===== src/rtl/core/rlivt_pkg.sv =====
`timescale 1ns / 1ps
// ----------------------------------------------------------------------------
// rlivt_pkg
// Shared codes and beat layout for the run-length item value table.
// ----------------------------------------------------------------------------
package rlivt_pkg;

  localparam int KIND_W     = 3;
  localparam int POS_W      = 10;
  localparam int CNT_W      = 11;
  localparam int WORD_W     = 32;
  localparam int LSIZE_W    = 11;
  localparam int IN_DATA_W  = 64;
  localparam int OUT_DATA_W = 48;

  localparam logic [KIND_W-1:0] KIND_CLEAR     = 3'd0;
  localparam logic [KIND_W-1:0] KIND_SET       = 3'd1;
  localparam logic [KIND_W-1:0] KIND_INVAL     = 3'd2;
  localparam logic [KIND_W-1:0] KIND_READ      = 3'd3;
  localparam logic [KIND_W-1:0] KIND_INSERT    = 3'd4;
  localparam logic [KIND_W-1:0] KIND_REMOVE    = 3'd5;
  localparam logic [KIND_W-1:0] KIND_INV_RANGE = 3'd6;
  localparam logic [KIND_W-1:0] KIND_MOVE      = 3'd7;

  typedef enum logic [2:0] {
    OP_NOP,
    OP_WRITE,
    OP_INVAL,
    OP_SHIFT_UP,
    OP_SHIFT_DOWN,
    OP_LOAD,
    OP_READ_SHIFT
  } cell_op_t;

endpackage


===== src/rtl/core/rlivt_cell.sv =====
`timescale 1ns / 1ps
// ----------------------------------------------------------------------------
// rlivt_cell
// One slot of the table: a valid bit, a length word and a readout stage.
// ----------------------------------------------------------------------------
module rlivt_cell #(
  parameter int IDX          = 0,
  parameter int SIZE_W       = 11,
  parameter int LENGTH_WIDTH = 32
) (
  input  logic                    clk,
  input  rlivt_pkg::cell_op_t     op,
  input  logic [SIZE_W-1:0]       lo,
  input  logic [SIZE_W-1:0]       hi,
  input  logic [LENGTH_WIDTH-1:0] wr_word,
  input  logic                    left_valid,
  input  logic [LENGTH_WIDTH-1:0] left_word,
  input  logic                    right_valid,
  input  logic [LENGTH_WIDTH-1:0] right_word,
  input  logic                    rd_in_valid,
  input  logic [LENGTH_WIDTH-1:0] rd_in_word,
  output logic                    valid,
  output logic [LENGTH_WIDTH-1:0] word,
  output logic                    rd_valid,
  output logic [LENGTH_WIDTH-1:0] rd_word
);
  import rlivt_pkg::*;

  localparam logic [SIZE_W-1:0] ME = SIZE_W'(IDX);

  logic in_range;

  assign in_range = (ME >= lo) && (ME < hi);

  always_ff @(posedge clk) begin
    unique case (op)
      OP_NOP: begin
      end
      OP_WRITE: begin
        if (ME == hi) begin
          valid <= 1'b1;
          word  <= wr_word;
        end else if (in_range) begin
          valid <= 1'b0;
        end
      end
      OP_INVAL: begin
        if (in_range) begin
          valid <= 1'b0;
        end
      end
      OP_SHIFT_UP: begin
        if (ME > lo) begin
          valid <= left_valid;
          word  <= left_word;
        end else if (ME == lo) begin
          valid <= 1'b0;
        end
      end
      OP_SHIFT_DOWN: begin
        if (ME >= lo) begin
          valid <= right_valid;
          word  <= right_word;
        end
      end
      OP_LOAD: begin
        rd_valid <= valid;
        rd_word  <= word;
      end
      OP_READ_SHIFT: begin
        rd_valid <= rd_in_valid;
        rd_word  <= rd_in_word;
      end
      default: begin
      end
    endcase
  end

endmodule


===== config.mk =====
export PLATFORM = sky130hd
export DESIGN_NAME = rlivt_cell
export DESIGN_NICKNAME = d
export VERILOG_FILES = /design/src/rtl/core/rlivt_pkg.sv /design/src/rtl/core/rlivt_cell.sv
export SDC_FILE = /design/constraint.sdc
export NUM_CORES = 1
export LEC_CHECK = 0
export BUFFER_PORTS_ARGS = -buffer_cell sky130_fd_sc_hd__buf_4
export CORE_MARGIN = 2
export CORE_UTILIZATION = 40
export CTS_BUF_LIST = sky130_fd_sc_hd__clkbuf_2
export CTS_CLUSTER_DIAMETER = 120
export DETAILED_ROUTE_END_ITERATION = 12
export PLACE_DENSITY = 0.81
export SLEW_MARGIN = 20
export SYNTH_ARGS = -nofsm -noshare
export SYNTH_HDL_FRONTEND = slang
export SYNTH_SLANG_ARGS = --single-unit

===== constraint.sdc =====
create_clock -name clk -period 3.4 [get_ports clk]
set_input_delay 0.17 -clock clk [delete_from_list [all_inputs] [get_ports clk]]
set_output_delay 0.17 -clock clk [all_outputs]
set_load 0.005 [all_outputs]

==> impl_metrics.csv <==
group,metric,value,unit
clock_network,post_cts_resized,0,
cells_and_area,drive_gt1_share,51.6,%
synth,synth-compound-area-share,8.78,%
route,ant_nets,0,
job,drv_cap,0,
die,io_pins,223,
die,coreArea,0.00773,mm^2
setup_path,cp_max_fo,33,
setup_path,max_stage_delay,0.74,ns
clock_network,postCtsHoldBufs,92,
clock_network,numCtsBuffers,9,
pwr,p_int,0.00126,W
cells_and_area,final_common_cell,"buf_4",
setup_path,criticalPathCategory,"in -> reg",
global_routing,antenna_found_initial,0,
synth,yosys.area_share.simple,12.9,%
synth,syn_inst,237,
cells_and_area,fin_util,76.3,%
clock_network,cts_setup_buffers,0,
clock_network,cts_tree,"done",
pwr,p_sw_share,24.2,%
clock_network,htree_num_levels,3,
cells_and_area,finalNetCount,709,
cells_and_area,ff_latch_area,0.00198,mm^2
sta,rsz0062_at_grt,"false",
synth,synth_xor_area_share,0,%
pwr,pwr-share-seq,55.2,%
route,firstDrtPassIters,5,
setup_path,cp_top_family,"simple AND/OR/NAND/NOR gates",
die,design.die.area,0.00871,mm^2
sta,slew_headroom,34.0,%
die,start_util,41.3,%
pwr,p_clk_share,21.7,%
pwr,p_comb_share,23.2,%
synth,ys_ff_latch,66,
sta,setup_slack,1.31,ns
global_routing,grt_pass1_wl,16.9,mm
setup_path,cp.depth,6,
synth,syn_avg_cell_area,13.5,um^2
clock_network,cts-root-buf,"clkbuf_2",
sta,setup_violations,0,
pwr,leakagePower,2.61,nW
setup_path,crit_start,"op[0]",
synth,yosys.cell_types.count,27,
route,vias,3310,
placement,pre_cts_slack,1.09,ns
synth,yosys_warnings,0,
synth,syn-num-nets,394,
die,fp.dieW,93.3,um
route,wl_per_cell,17.7,um
clock_network,clk_pin_slew,0.15,ns
pwr,switchingPower,0.000402,W
route,remaining_drc_errors,0,
setup_path,path_cells,"buf_4 -> nor3b_4 -> nor2_4 -> nand2_1 -> nand2_1 -> dlygate4sd3_1",
setup_path,rr_endpoint,"valid$_DFFE_PP_",
setup_path,cp-end-kind,"register",
sta,hold_violations,0,
hold_path,min_path_type,"in -> reg",
route,viasPerCell,5.02,
setup_path,required,3.61,ns
clock_network,clock_path_buffers,2,
sta,post-route-min-period,2.09,ns
cells_and_area,syn_to_final_growth,84.8,%
global_routing,grt_pass1_vias,3405,
pwr,powerDensity,281,mW/mm^2
run_status,outcome,"finished clean",
setup_path,crit_arrival,2.30,ns
cells_and_area,multi_input_area,0.00108,mm^2
global_routing,grtUsageTotal,26.0,%
setup_path,endpoint,"word[6]$_DFFE_PP_",
route,totalWireLength,11.7,mm
synth,synthesis.area,0.00319,mm^2
clock_network,clk-insertion-delay-late,0.46,ns
setup_path,cp_common_cell,"nand2_1",
synth,synth_top_family_by_area,"simple AND/OR/NAND/NOR gates",
synth,synthAdderAreaFrac,0,%
global_routing,grt_overflow,0,
global_routing,grt_start_max_net_pins,34,
synth,ys_seq_area_share,62.1,%
die,die_h,93.3,um
pwr,ir_drop,0.155,mV
placement,gp_congestion,0.764,
placement,port_buffers,221,
sta,tns,0,ns
clock_network,numClockSinks,66,
synth,synth.area.mux_share,11.6,%
sta,fmax,0.478,GHz
cells_and_area,num-fill-cells,473,
route,drt-initial-drc-count,134,
setup_path,reg2reg_depth,4,
setup_path,reg2reg_slack,2.20,ns
setup_path,cp-start-kind,"primary input",
placement,hpwl,6.98,mm
sta,worst_pin_slew,0.987,ns
sta,worst_clock_skew,0.0256,ns
sta,post-route-period-util,61.5,%
cells_and_area,final_cell_mix,"224 x buf_4, 93 x dlygate4sd3_1, 66 x edfxtp_1",
sta,drv_slew,0,
setup_path,critPathBufInv,2,
setup_path,timing.rr.start,"valid$_DFFE_PP_",
setup_path,critical-path-slowest-cell,"nor3b_4",
die,rows,32,
## how the worst min path moves through the flow
| stage | depth (start not counted) | slack [ns] | from | endpoint |
|---|---|---|---|---|
| 2_1_floorplan | 2 | 0.34 | right_valid | valid$_DFFE_PP_ |
| 3_3_place_gp | 3 | 0.44 | right_valid | valid$_DFFE_PP_ |
| 3_5_place_dp | 3 | 0.44 | wr_word[15] | word[15]$_DFFE_PP_ |
| 4_1_cts | 3 | 0.00008 | right_word[4] | word[4]$_DFFE_PP_ |
| 5_1_grt | 2 | 0.003 | rd_in_word[1] | rd_word[1]$_DFFE_PP_ |
| 6_report | 3 | 0.02 | right_word[31] | word[31]$_DFFE_PP_ |
## power groups by stage
stage	Combinational (W)	Sequential (W)	Clock, W
floorplan	0.0000999	0.000935	0
global placement	0.000262	0.000933	0
detailed placement	0.000269	0.000934	0
CTS	0.000373	0.000915	0.000365
global route	0.000413	0.000917	0.000392
finish	0.000385	0.000916	0.000360
## layout make-up
class | count | share of cell area, %
clock inverter | 4 | 0.339
antenna | 1 | 0.0424
inverter | 1 | 0.0636
tap | 102 | 2.16
multi-input combinational | 156 | 18.2
sequential | 66 | 33.6
clock buffer | 11 | 0.933
timing repair buffer | 318 | 44.6
## through the flow
step | power, W | hold slack, ns | cells | area, um^2
after global routing | 0.00172 | 0.00268 | 658 | 5900
after global placement | 0.00119 | 0.440 | 550 | 4890
after detailed placement | 0.00120 | 0.441 | 550 | 4890
final | 0.00166 | 0.0227 | 659 | 5900
after floorplan | 0.00103 | 0.344 | 237 | 3190
after CTS | 0.00165 | 0.0000784 | 657 | 5890
## flip-flops by register name, indices dropped and copies added, names as in the netlist
name / count
word: 32
rd_word: 32
rd_valid: 1
valid: 1
## synth_stat cells
cell      count  share of area (%)
o21ai_0       1               0.16
and3b_1       1               0.27
nor2b_1       2               0.39
a31oi_1       1               0.20
nand3_1       1               0.16
nor3b_4       1               0.59
nor2_4        1               0.35
buf_6        10                3.5
nor4_1        4               0.78
or2b_1        1               0.24
o21a_1        1               0.24
nand3b_2      1               0.35
and2b_2       1               0.27
or3_1         1               0.20
o21bai_1      1               0.24
buf_8         1               0.47
and3_2        1               0.24
a32oi_1       1               0.27
a21oi_1       1               0.16
edfxtp_1     66                 62
inv_1         1               0.12
nor3_1        2               0.31
mux2_2       33                 12
nand2_1      58                6.8
nand2_2      10                2.0
buf_2         3               0.47
a22oi_1      32                7.5
## routing by layer
metal / up-vias / GRT usage, % / wire length (um)
met5: - / 0 / 0
met4: 0 / 11.5 / 349
met3: 30 / 5.00 / 754
met2: 192 / 50.6 / 6530
met1: 1562 / 26.5 / 4050
li1: 1526 / - / -
## cells by family after synthesis
| logic type | Yosys count |
|---|---|
| AOI/OAI and AO/OA | 38 |
| and+or+nand+nor | 85 |
| buffers and inverters | 15 |
| DFF | 66 |
| muxes | 33 |
## worst min-delay path, delay by kind of cell
family / cells / cell delay [ns]
AND/OR/NAND/NOR: 1 / 0.06
buffers and inverters: 1 / 0.08
AO/OA/AOI/OAI: 1 / 0.05
No activity file was read; power rests on OpenSTA's default activity.
