<file path="config.mk">
export PLATFORM = sky130hd
export DESIGN_NAME = rlivt_ctrl
export DESIGN_NICKNAME = d
export VERILOG_FILES = /design/src/rtl/core/rlivt_pkg.sv /design/src/rtl/core/rlivt_ctrl.sv
export SDC_FILE = /design/constraint.sdc
export NUM_CORES = 1
export LEC_CHECK = 0
export BUFFER_PORTS_ARGS = -buffer_cell sky130_fd_sc_hd__buf_2
export CORE_UTILIZATION = 40
export CTS_CLUSTER_DIAMETER = 150
export DETAILED_ROUTE_END_ITERATION = 8
export GPL_TIMING_DRIVEN = 0
export PLACE_DENSITY = 0.63
export SYNTH_ARGS = -nofsm -noshare
export SYNTH_HDL_FRONTEND = slang
export SYNTH_SLANG_ARGS = --single-unit
export TNS_END_PERCENT = 20
</file>
<file path="constraint.sdc">
create_clock -name clk -period 13.6 [get_ports clk]
set_input_delay 1.36 -clock clk [delete_from_list [all_inputs] [get_ports clk]]
set_output_delay 1.36 -clock clk [all_outputs]
set_load 0.02 [all_outputs]
</file>
<file path="src/rtl/core/rlivt_pkg.sv">
`timescale 1ns / 1ps
// ----------------------------------------------------------------------------
// rlivt_pkg
// Shared codes and beat layout for the run-length item value table.
// ----------------------------------------------------------------------------
package rlivt_pkg;

  localparam int KIND_W     = 3;
  localparam int POS_W      = 10;
  localparam int CNT_W      = 11;
  localparam int WORD_W     = 32;
  localparam int LSIZE_W    = 11;
  localparam int IN_DATA_W  = 64;
  localparam int OUT_DATA_W = 48;

  localparam logic [KIND_W-1:0] KIND_CLEAR     = 3'd0;
  localparam logic [KIND_W-1:0] KIND_SET       = 3'd1;
  localparam logic [KIND_W-1:0] KIND_INVAL     = 3'd2;
  localparam logic [KIND_W-1:0] KIND_READ      = 3'd3;
  localparam logic [KIND_W-1:0] KIND_INSERT    = 3'd4;
  localparam logic [KIND_W-1:0] KIND_REMOVE    = 3'd5;
  localparam logic [KIND_W-1:0] KIND_INV_RANGE = 3'd6;
  localparam logic [KIND_W-1:0] KIND_MOVE      = 3'd7;

  typedef enum logic [2:0] {
    OP_NOP,
    OP_WRITE,
    OP_INVAL,
    OP_SHIFT_UP,
    OP_SHIFT_DOWN,
    OP_LOAD,
    OP_READ_SHIFT
  } cell_op_t;

endpackage

</file>
<file path="src/rtl/core/rlivt_ctrl.sv">
`timescale 1ns / 1ps
// ----------------------------------------------------------------------------
// rlivt_ctrl
// Sequencer: decodes a request beat, drives the cell row for as many steps
// as the operation needs, tracks the list size and returns the result beat.
// ----------------------------------------------------------------------------
module rlivt_ctrl #(
  parameter int MAX_ITEMS    = 1024,
  parameter int LENGTH_WIDTH = 32,
  parameter int SIZE_W       = 11
) (
  input  logic                             clk,
  input  logic                             rst,
  input  logic                             s_tvalid,
  output logic                             s_tready,
  input  logic [rlivt_pkg::IN_DATA_W-1:0]  s_tdata,
  input  logic [rlivt_pkg::KIND_W-1:0]     s_tuser,
  output logic                             m_tvalid,
  input  logic                             m_tready,
  output logic [rlivt_pkg::OUT_DATA_W-1:0] m_tdata,
  output rlivt_pkg::cell_op_t              op,
  output logic [SIZE_W-1:0]                lo,
  output logic [SIZE_W-1:0]                hi,
  output logic [LENGTH_WIDTH-1:0]          wr_word,
  input  logic                             rd_valid,
  input  logic [LENGTH_WIDTH-1:0]          rd_word
);
  import rlivt_pkg::*;

  localparam int SUM_W = ((SIZE_W > POS_W) ? SIZE_W : POS_W) + 2;
  localparam logic [SUM_W-1:0] MAX_X = SUM_W'(MAX_ITEMS);

  typedef enum logic [1:0] {
    ST_IDLE,
    ST_RUN,
    ST_FINISH
  } state_t;

  state_t                  state;
  logic [SIZE_W-1:0]       size;
  logic [CNT_W-1:0]        steps;
  logic [POS_W-1:0]        rd_pos;
  logic                    res_found;
  logic                    res_ovf;

  logic [POS_W-1:0]        in_pos;
  logic [POS_W-1:0]        in_pos2;
  logic [CNT_W-1:0]        in_cnt;
  logic [WORD_W-1:0]       in_word;
  logic [LENGTH_WIDTH+WORD_W-1:0] in_word_ext;
  logic [LENGTH_WIDTH+WORD_W-1:0] rd_word_ext;

  logic [SUM_W-1:0]        pos_x;
  logic [SUM_W-1:0]        pos2_x;
  logic [SUM_W-1:0]        cnt_x;
  logic [SUM_W-1:0]        size_x;
  logic [SUM_W-1:0]        base_x;
  logic [SUM_W-1:0]        end_x;
  logic [SUM_W-1:0]        avail_x;

  cell_op_t                dec_op;
  logic [SUM_W-1:0]        dec_lo;
  logic [SUM_W-1:0]        dec_hi;
  logic [SUM_W-1:0]        dec_steps;
  logic [SUM_W-1:0]        dec_size;
  logic                    dec_found;
  logic                    dec_ovf;

  logic                    out_valid_bit;
  logic [WORD_W-1:0]       out_word;
  logic [LSIZE_W-1:0]      out_size;
  logic [SUM_W+LSIZE_W-1:0] size_ext;

  assign in_pos  = s_tdata[9:0];
  assign in_pos2 = s_tdata[19:10];
  assign in_cnt  = s_tdata[30:20];
  assign in_word = s_tdata[62:31];

  assign in_word_ext = {{LENGTH_WIDTH{1'b0}}, in_word};
  assign rd_word_ext = {{WORD_W{1'b0}}, rd_word};

  assign pos_x  = SUM_W'(in_pos);
  assign pos2_x = SUM_W'(in_pos2);
  assign cnt_x  = SUM_W'(in_cnt);
  assign size_x = SUM_W'(size);
  assign base_x = (pos_x > size_x) ? pos_x : size_x;
  assign avail_x = size_x - pos_x;

  always_comb begin
    dec_op    = OP_NOP;
    dec_lo    = '0;
    dec_hi    = '0;
    dec_steps = SUM_W'(1);
    dec_size  = size_x;
    dec_found = 1'b0;
    dec_ovf   = 1'b0;
    end_x     = pos_x + cnt_x;
    unique case (s_tuser)
      KIND_CLEAR: begin
        dec_size = '0;
      end
      KIND_SET: begin
        if (pos_x >= MAX_X) begin
          dec_ovf = 1'b1;
        end else begin
          dec_op = OP_WRITE;
          dec_hi = pos_x;
          if (pos_x >= size_x) begin
            dec_lo   = size_x;
            dec_size = pos_x + SUM_W'(1);
          end else begin
            dec_lo = pos_x;
          end
        end
      end
      KIND_INVAL: begin
        if (pos_x < size_x) begin
          dec_op = OP_INVAL;
          dec_lo = pos_x;
          dec_hi = pos_x + SUM_W'(1);
        end
      end
      KIND_READ: begin
        if (pos_x < size_x) begin
          dec_op    = OP_LOAD;
          dec_found = 1'b1;
        end
      end
      KIND_INSERT: begin
        end_x = base_x + cnt_x;
        if (cnt_x != '0) begin
          if (end_x > MAX_X) begin
            dec_ovf = 1'b1;
          end else begin
            if (pos_x < size_x) begin
              dec_op    = OP_SHIFT_UP;
              dec_lo    = pos_x;
              dec_steps = cnt_x;
            end else begin
              dec_op = OP_INVAL;
              dec_lo = size_x;
              dec_hi = end_x;
            end
            dec_size = end_x;
          end
        end
      end
      KIND_REMOVE: begin
        if (pos_x < size_x && cnt_x != '0) begin
          dec_op    = OP_SHIFT_DOWN;
          dec_lo    = pos_x;
          dec_steps = (cnt_x < avail_x) ? cnt_x : avail_x;
          dec_size  = size_x - ((cnt_x < avail_x) ? cnt_x : avail_x);
        end
      end
      KIND_INV_RANGE: begin
        if (cnt_x != '0) begin
          if (end_x > MAX_X) begin
            dec_ovf = 1'b1;
          end else begin
            dec_op = OP_INVAL;
            dec_hi = end_x;
            if (end_x > size_x) begin
              dec_lo   = (pos_x < size_x) ? pos_x : size_x;
              dec_size = end_x;
            end else begin
              dec_lo = pos_x;
            end
          end
        end
      end
      KIND_MOVE: begin
        if (pos_x < size_x && pos2_x < size_x && pos_x != pos2_x) begin
          dec_op = OP_INVAL;
          dec_lo = (pos_x < pos2_x) ? pos_x : pos2_x;
          dec_hi = ((pos_x < pos2_x) ? pos2_x : pos_x) + SUM_W'(1);
        end
      end
      default: begin
      end
    endcase
  end

  assign s_tready = (state == ST_IDLE);

  assign out_valid_bit = res_found & rd_valid;
  assign out_word      = out_valid_bit ? rd_word_ext[WORD_W-1:0] : '0;
  assign size_ext      = {{LSIZE_W{1'b0}}, size_x};
  assign out_size      = size_ext[LSIZE_W-1:0];

  always_ff @(posedge clk) begin
    if (rst) begin
      state     <= ST_IDLE;
      op        <= OP_NOP;
      size      <= '0;
      m_tvalid  <= 1'b0;
      steps     <= '0;
      res_found <= 1'b0;
      res_ovf   <= 1'b0;
    end else begin
      if (state == ST_FINISH && (!m_tvalid || m_tready)) begin
        m_tvalid <= 1'b1;
      end else if (m_tready) begin
        m_tvalid <= 1'b0;
      end
      unique case (state)
        ST_IDLE: begin
          if (s_tvalid) begin
            op        <= dec_op;
            lo        <= dec_lo[SIZE_W-1:0];
            hi        <= dec_hi[SIZE_W-1:0];
            steps     <= dec_steps[CNT_W-1:0];
            size      <= dec_size[SIZE_W-1:0];
            res_found <= dec_found;
            res_ovf   <= dec_ovf;
            rd_pos    <= in_pos;
            wr_word   <= in_word_ext[LENGTH_WIDTH-1:0];
            state     <= (dec_op == OP_NOP) ? ST_FINISH : ST_RUN;
          end
        end
        ST_RUN: begin
          if (steps == CNT_W'(1)) begin
            if (op == OP_LOAD && rd_pos != '0) begin
              op    <= OP_READ_SHIFT;
              steps <= CNT_W'(rd_pos);
            end else begin
              op    <= OP_NOP;
              state <= ST_FINISH;
            end
          end else begin
            steps <= steps - CNT_W'(1);
          end
        end
        ST_FINISH: begin
          if (!m_tvalid || m_tready) begin
            m_tdata  <= {2'b00, res_ovf, out_size, out_word, out_valid_bit, res_found};
            state    <= ST_IDLE;
          end
        end
        default: begin
          state <= ST_IDLE;
        end
      endcase
    end
  end

endmodule

</file>
==> results.md <==
- Maximum clock skew at final layout: 0.0145 ns
- IO Port Bufs: 207
- CP endpoint kind: flip-flop
- Required time of the critical path: 13.88 ns
- Via count: 9870
- Critical path fanouts, max: 10
- Critical path destination: out_size[7]
- Startpoint types: input pin
- Die height: 162 um
- Number of placed instances, taps included: 1619
- Die Span X: 162 um
- Global-route wire length before repair: 55500 um
- Area of the die: 0.0262 mm^2
- I/O pin count: 211
- Met3 routed WL: 3860 um
- Detailed-route vias per instance: 5.98
- Yosys warnings: 0
- Resized Gates After CTS: 0
- Post-synthesis to final-layout area growth: 21.0%
- Total detailed-routing wirelength: 37200 um
- PnR Total Power: 1.33 mW
- Endpoints failing setup: 0
- Latest clock arrival within the worst-skew pair: 0.44 ns
- Tightest Pin Transition: 1.18 ns
- Root buffer selected by CTS: clkbuf_16
- Clock tree from TritonCTS: built
- H-Tree Depth: 4
- Register area share after synthesis: 38.2%
- Core Util, Final: 49.3%
- Antenna-violating nets left: 0
- Fraction of registers with async set or reset after synthesis: 0%
- Clk sink count: 140
- Worst slack at placement: 5.18 ns
- Time the worst path needs with I/O delays and setup: 8.14 ns
- Number of nets in the layout: 1502
- Post-route met1 wirelength: 15500 um
- First-pass iteration count of the detailed router: 6
- # DRC: 0
- Leakage power total: 5.28 nW
- Clock-pin slew of the registers on the worst-case setup and hold paths: 0.07 ns
- Share of cells above drive strength 1: 21.3%
- Initial antenna violation count: 2
- RePlAce Congestion: 1.02
- Slew HR: 20.3%
- Final routed wire length divided by cell count: 22.5 um
- Sum of negative setup slack: 0 ns
- Synthesized instance count: 1075
- Reg-to-reg slack, setup: 6.63 ns
- Detailed router's first-iteration violation count: 1182
- Number of hold violations in the final report: 0
- Post-CTS Setup Repair Bufs: 0
- WP data arrival: 8.42 ns
- Highest layer used for signal routing: met4
- Starting Density: 40.7%
- Maximum frequency from static timing analysis: 123 MHz
- Worst-case clock buffer depth: 2
- Inserted Clock Buffers: 17
- Type of the worst setup path: in2reg
- Area occupied by multi-input gates: 0.00588 mm^2
- Number of antenna cells inserted: 0
- Final Cycle Share: 59.8%
- Main flop type after synthesis: edfxtp_1
- Number of buffers added to fix hold violations after cts: 0
- Beginning of the critical path: s_tdata[2]
- Core footprint: 0.0251 mm^2
- Tightest Hold Check Type: reg2reg
- Synth Area per Inst: 9.52 um^2
- Maxcap violations: 0
- Filler cell count in the final layout: 2430
- Count of cell types in the netlist: 87
- Seq cells post-synth: 140
- Power density over cell area: 107 mW/mm^2
- Remaining global-route overflow: 0
- Number of pins exceeding their max-slew limit in the final report: 0
- Unrepaired setup endpoints after global routing: false
- Largest net degree at the start of global routing: 37
- Met2 layer wire length in the routed design: 16400 um
- EDFF count, synth: 110
- Number of standard cells in the layout, taps in and fillers out: 1651
- Outcome: completed
- Number of cells on the worst reg-to-reg path: 26
- Smallest setup slack after layout: 5.46 ns
- Startpoint of the worst register-to-register path: out_size[1]
- Number of global-route vias before repair: 9273
- Final HPWL DP: 28800 um
- Synth Cell Area: 0.0102 mm^2
- Site Rows: 58
- Capturing point of the worst reg2reg path: out_size[7]
- Seq. cell area: 0.00390 mm^2
- Maximum ir drop on the vdd rail: 0.0000688 V
- All-layer global routing usage: 28.2%
placed cells by master, fill, tap and decap left out, types with 6 or more instances in the layout:
| cell type | instances |
|---|---|
| and2_1 | 8 |
| and3_1 | 52 |
| nor3_1 | 33 |
| a221oi_1 | 14 |
| a211oi_1 | 9 |
| a31oi_1 | 7 |
| nor2b_1 | 19 |
| a2111oi_0 | 6 |
| o21a_1 | 15 |
| mux2i_1 | 23 |
| nand2b_1 | 28 |
| nand2_1 | 69 |
| o22ai_1 | 6 |
| nand4_1 | 15 |
| xor2_1 | 12 |
| clkbuf_1 | 40 |
| buf_2 | 210 |
| a21o_1 | 18 |
| ha_1 | 86 |
| o2111ai_1 | 6 |
| inv_1 | 66 |
| o21ai_0 | 59 |
| a21oi_1 | 58 |
| a211o_1 | 6 |
| nor2_1 | 67 |
| clkinv_8 | 6 |
| clkbuf_16 | 17 |
| edfxtp_1 | 110 |
| mux2_2 | 7 |
| dfxtp_1 | 30 |
| a221o_1 | 16 |
| o211ai_1 | 12 |
| nor4_1 | 9 |
| xnor2_1 | 34 |
| or3_1 | 9 |
| nand3_1 | 20 |
cells in the mapped netlist (all sizes together), types with 9 or more instances:
| library cell | count | area [um^2] |
|---|---|---|
| or3 | 9 | 56.3 |
| a21o | 18 | 135 |
| nor3 | 34 | 170 |
| nor4 | 9 | 56.3 |
| a221o | 16 | 160 |
| nor2 | 69 | 267 |
| xor2 | 12 | 105 |
| inv | 66 | 248 |
| a21oi | 59 | 307 |
| edfxtp | 110 | 3300 |
| nand2 | 70 | 265 |
| a211oi | 11 | 100 |
| and2 | 10 | 62.6 |
| o211ai | 12 | 90.1 |
| dfxtp | 30 | 601 |
| clkbuf | 41 | 155 |
| a221oi | 15 | 138 |
| nand4 | 15 | 93.8 |
| nor2b | 19 | 119 |
| buf | 10 | 60.1 |
| and3 | 52 | 325 |
| xnor2 | 34 | 298 |
| mux2i | 23 | 230 |
| o21a | 15 | 113 |
| ha | 86 | 1080 |
| o21ai | 63 | 319 |
| nand3 | 20 | 100 |
| nand2b | 28 | 175 |
critical path: stages:
cell,delay [ns]
buf_2,0.24
clkbuf_1,0.47
inv_1,0.20
ha_1,0.39
o21ai_0,0.13
a21oi_1,0.14
o31ai_1,0.52
a21oi_1,0.21
o311ai_0,0.55
inv_1,0.09
ha_1,0.30
o21ai_0,0.15
a21oi_1,0.05
or3_1,0.30
buf_1,0.17
nand2_1,0.34
mux2i_1,0.46
inv_1,0.09
ha_1,0.28
nor2b_1,0.11
o21ai_0,0.09
a21boi_0,0.34
o21ai_0,0.17
a21oi_1,0.23
xnor2_1,0.18
nor2_1,0.09
o41ai_1,0.57
mux2i_1,0.15
metrics by stage:
stage | hold WS (ns) | cell area (um^2)
2_1_floorplan | 0.408 | 10200
3_3_place_gp | 0.417 | 11700
3_5_place_dp | 0.431 | 11800
4_1_cts | 0.447 | 12400
5_1_grt | 0.457 | 12400
6_report | 0.452 | 12400
cells by family (layout without fill, tap and decap cells):
logic type	Yosys count	in the layout	share of synthesized area, %
flip-flops	140	140	38.2
AND/OR/NAND/NOR	356	356	18.1
AO/OA/AOI/OAI	294	294	20.8
multiplexers	30	30	3.02
adder cells (fa/ha/maj)	90	90	11.3
buffers and inverters	118	362	4.56
XOR/XNOR	46	46	3.94
other	1	3	0.0367
worst min-delay path by stage:
stage,startpoint,to,slack [ns],depth (start not counted)
finish,res_ovf,m_tdata[45],0.45,0
global route,res_ovf,m_tdata[45],0.46,0
CTS,res_ovf,m_tdata[45],0.45,0
detailed placement,res_ovf,m_tdata[45],0.43,0
global placement,res_ovf,m_tdata[45],0.42,0
floorplan,res_ovf,m_tdata[45],0.41,0
power by group:
group          switching [mW]  total (mW)  internal [mW]
clock network           0.226       0.476          0.250
registers              0.0123       0.498          0.485
logic                   0.230       0.355          0.125
total                   0.468        1.33          0.861
layout make-up:
type                       instances  area share (%)
clock inverter                    15            1.53
timing repair buffer             212            8.89
clock buffer                      17            3.44
inverter                          67            2.03
tap                              330            3.34
sequential                       140            31.5
buffer                            51            1.74
multi-input combinational        819            47.5
state kept, by name, summed over array words and instances (netlist names), 2 cells and up:
signal and cells:
hi 11, lo 11, m_tdata 46, op 3, out_size 11, rd_pos 10, state 2, steps 11
wr_word 32
metal layers:
metal,up-vias,GRT usage (%)
li1,4537,-
met1,4689,36.9
met2,539,43.6
met3,105,8.02
met4,0,11.6
met5,-,0
(Power assumes the default switching activity.)
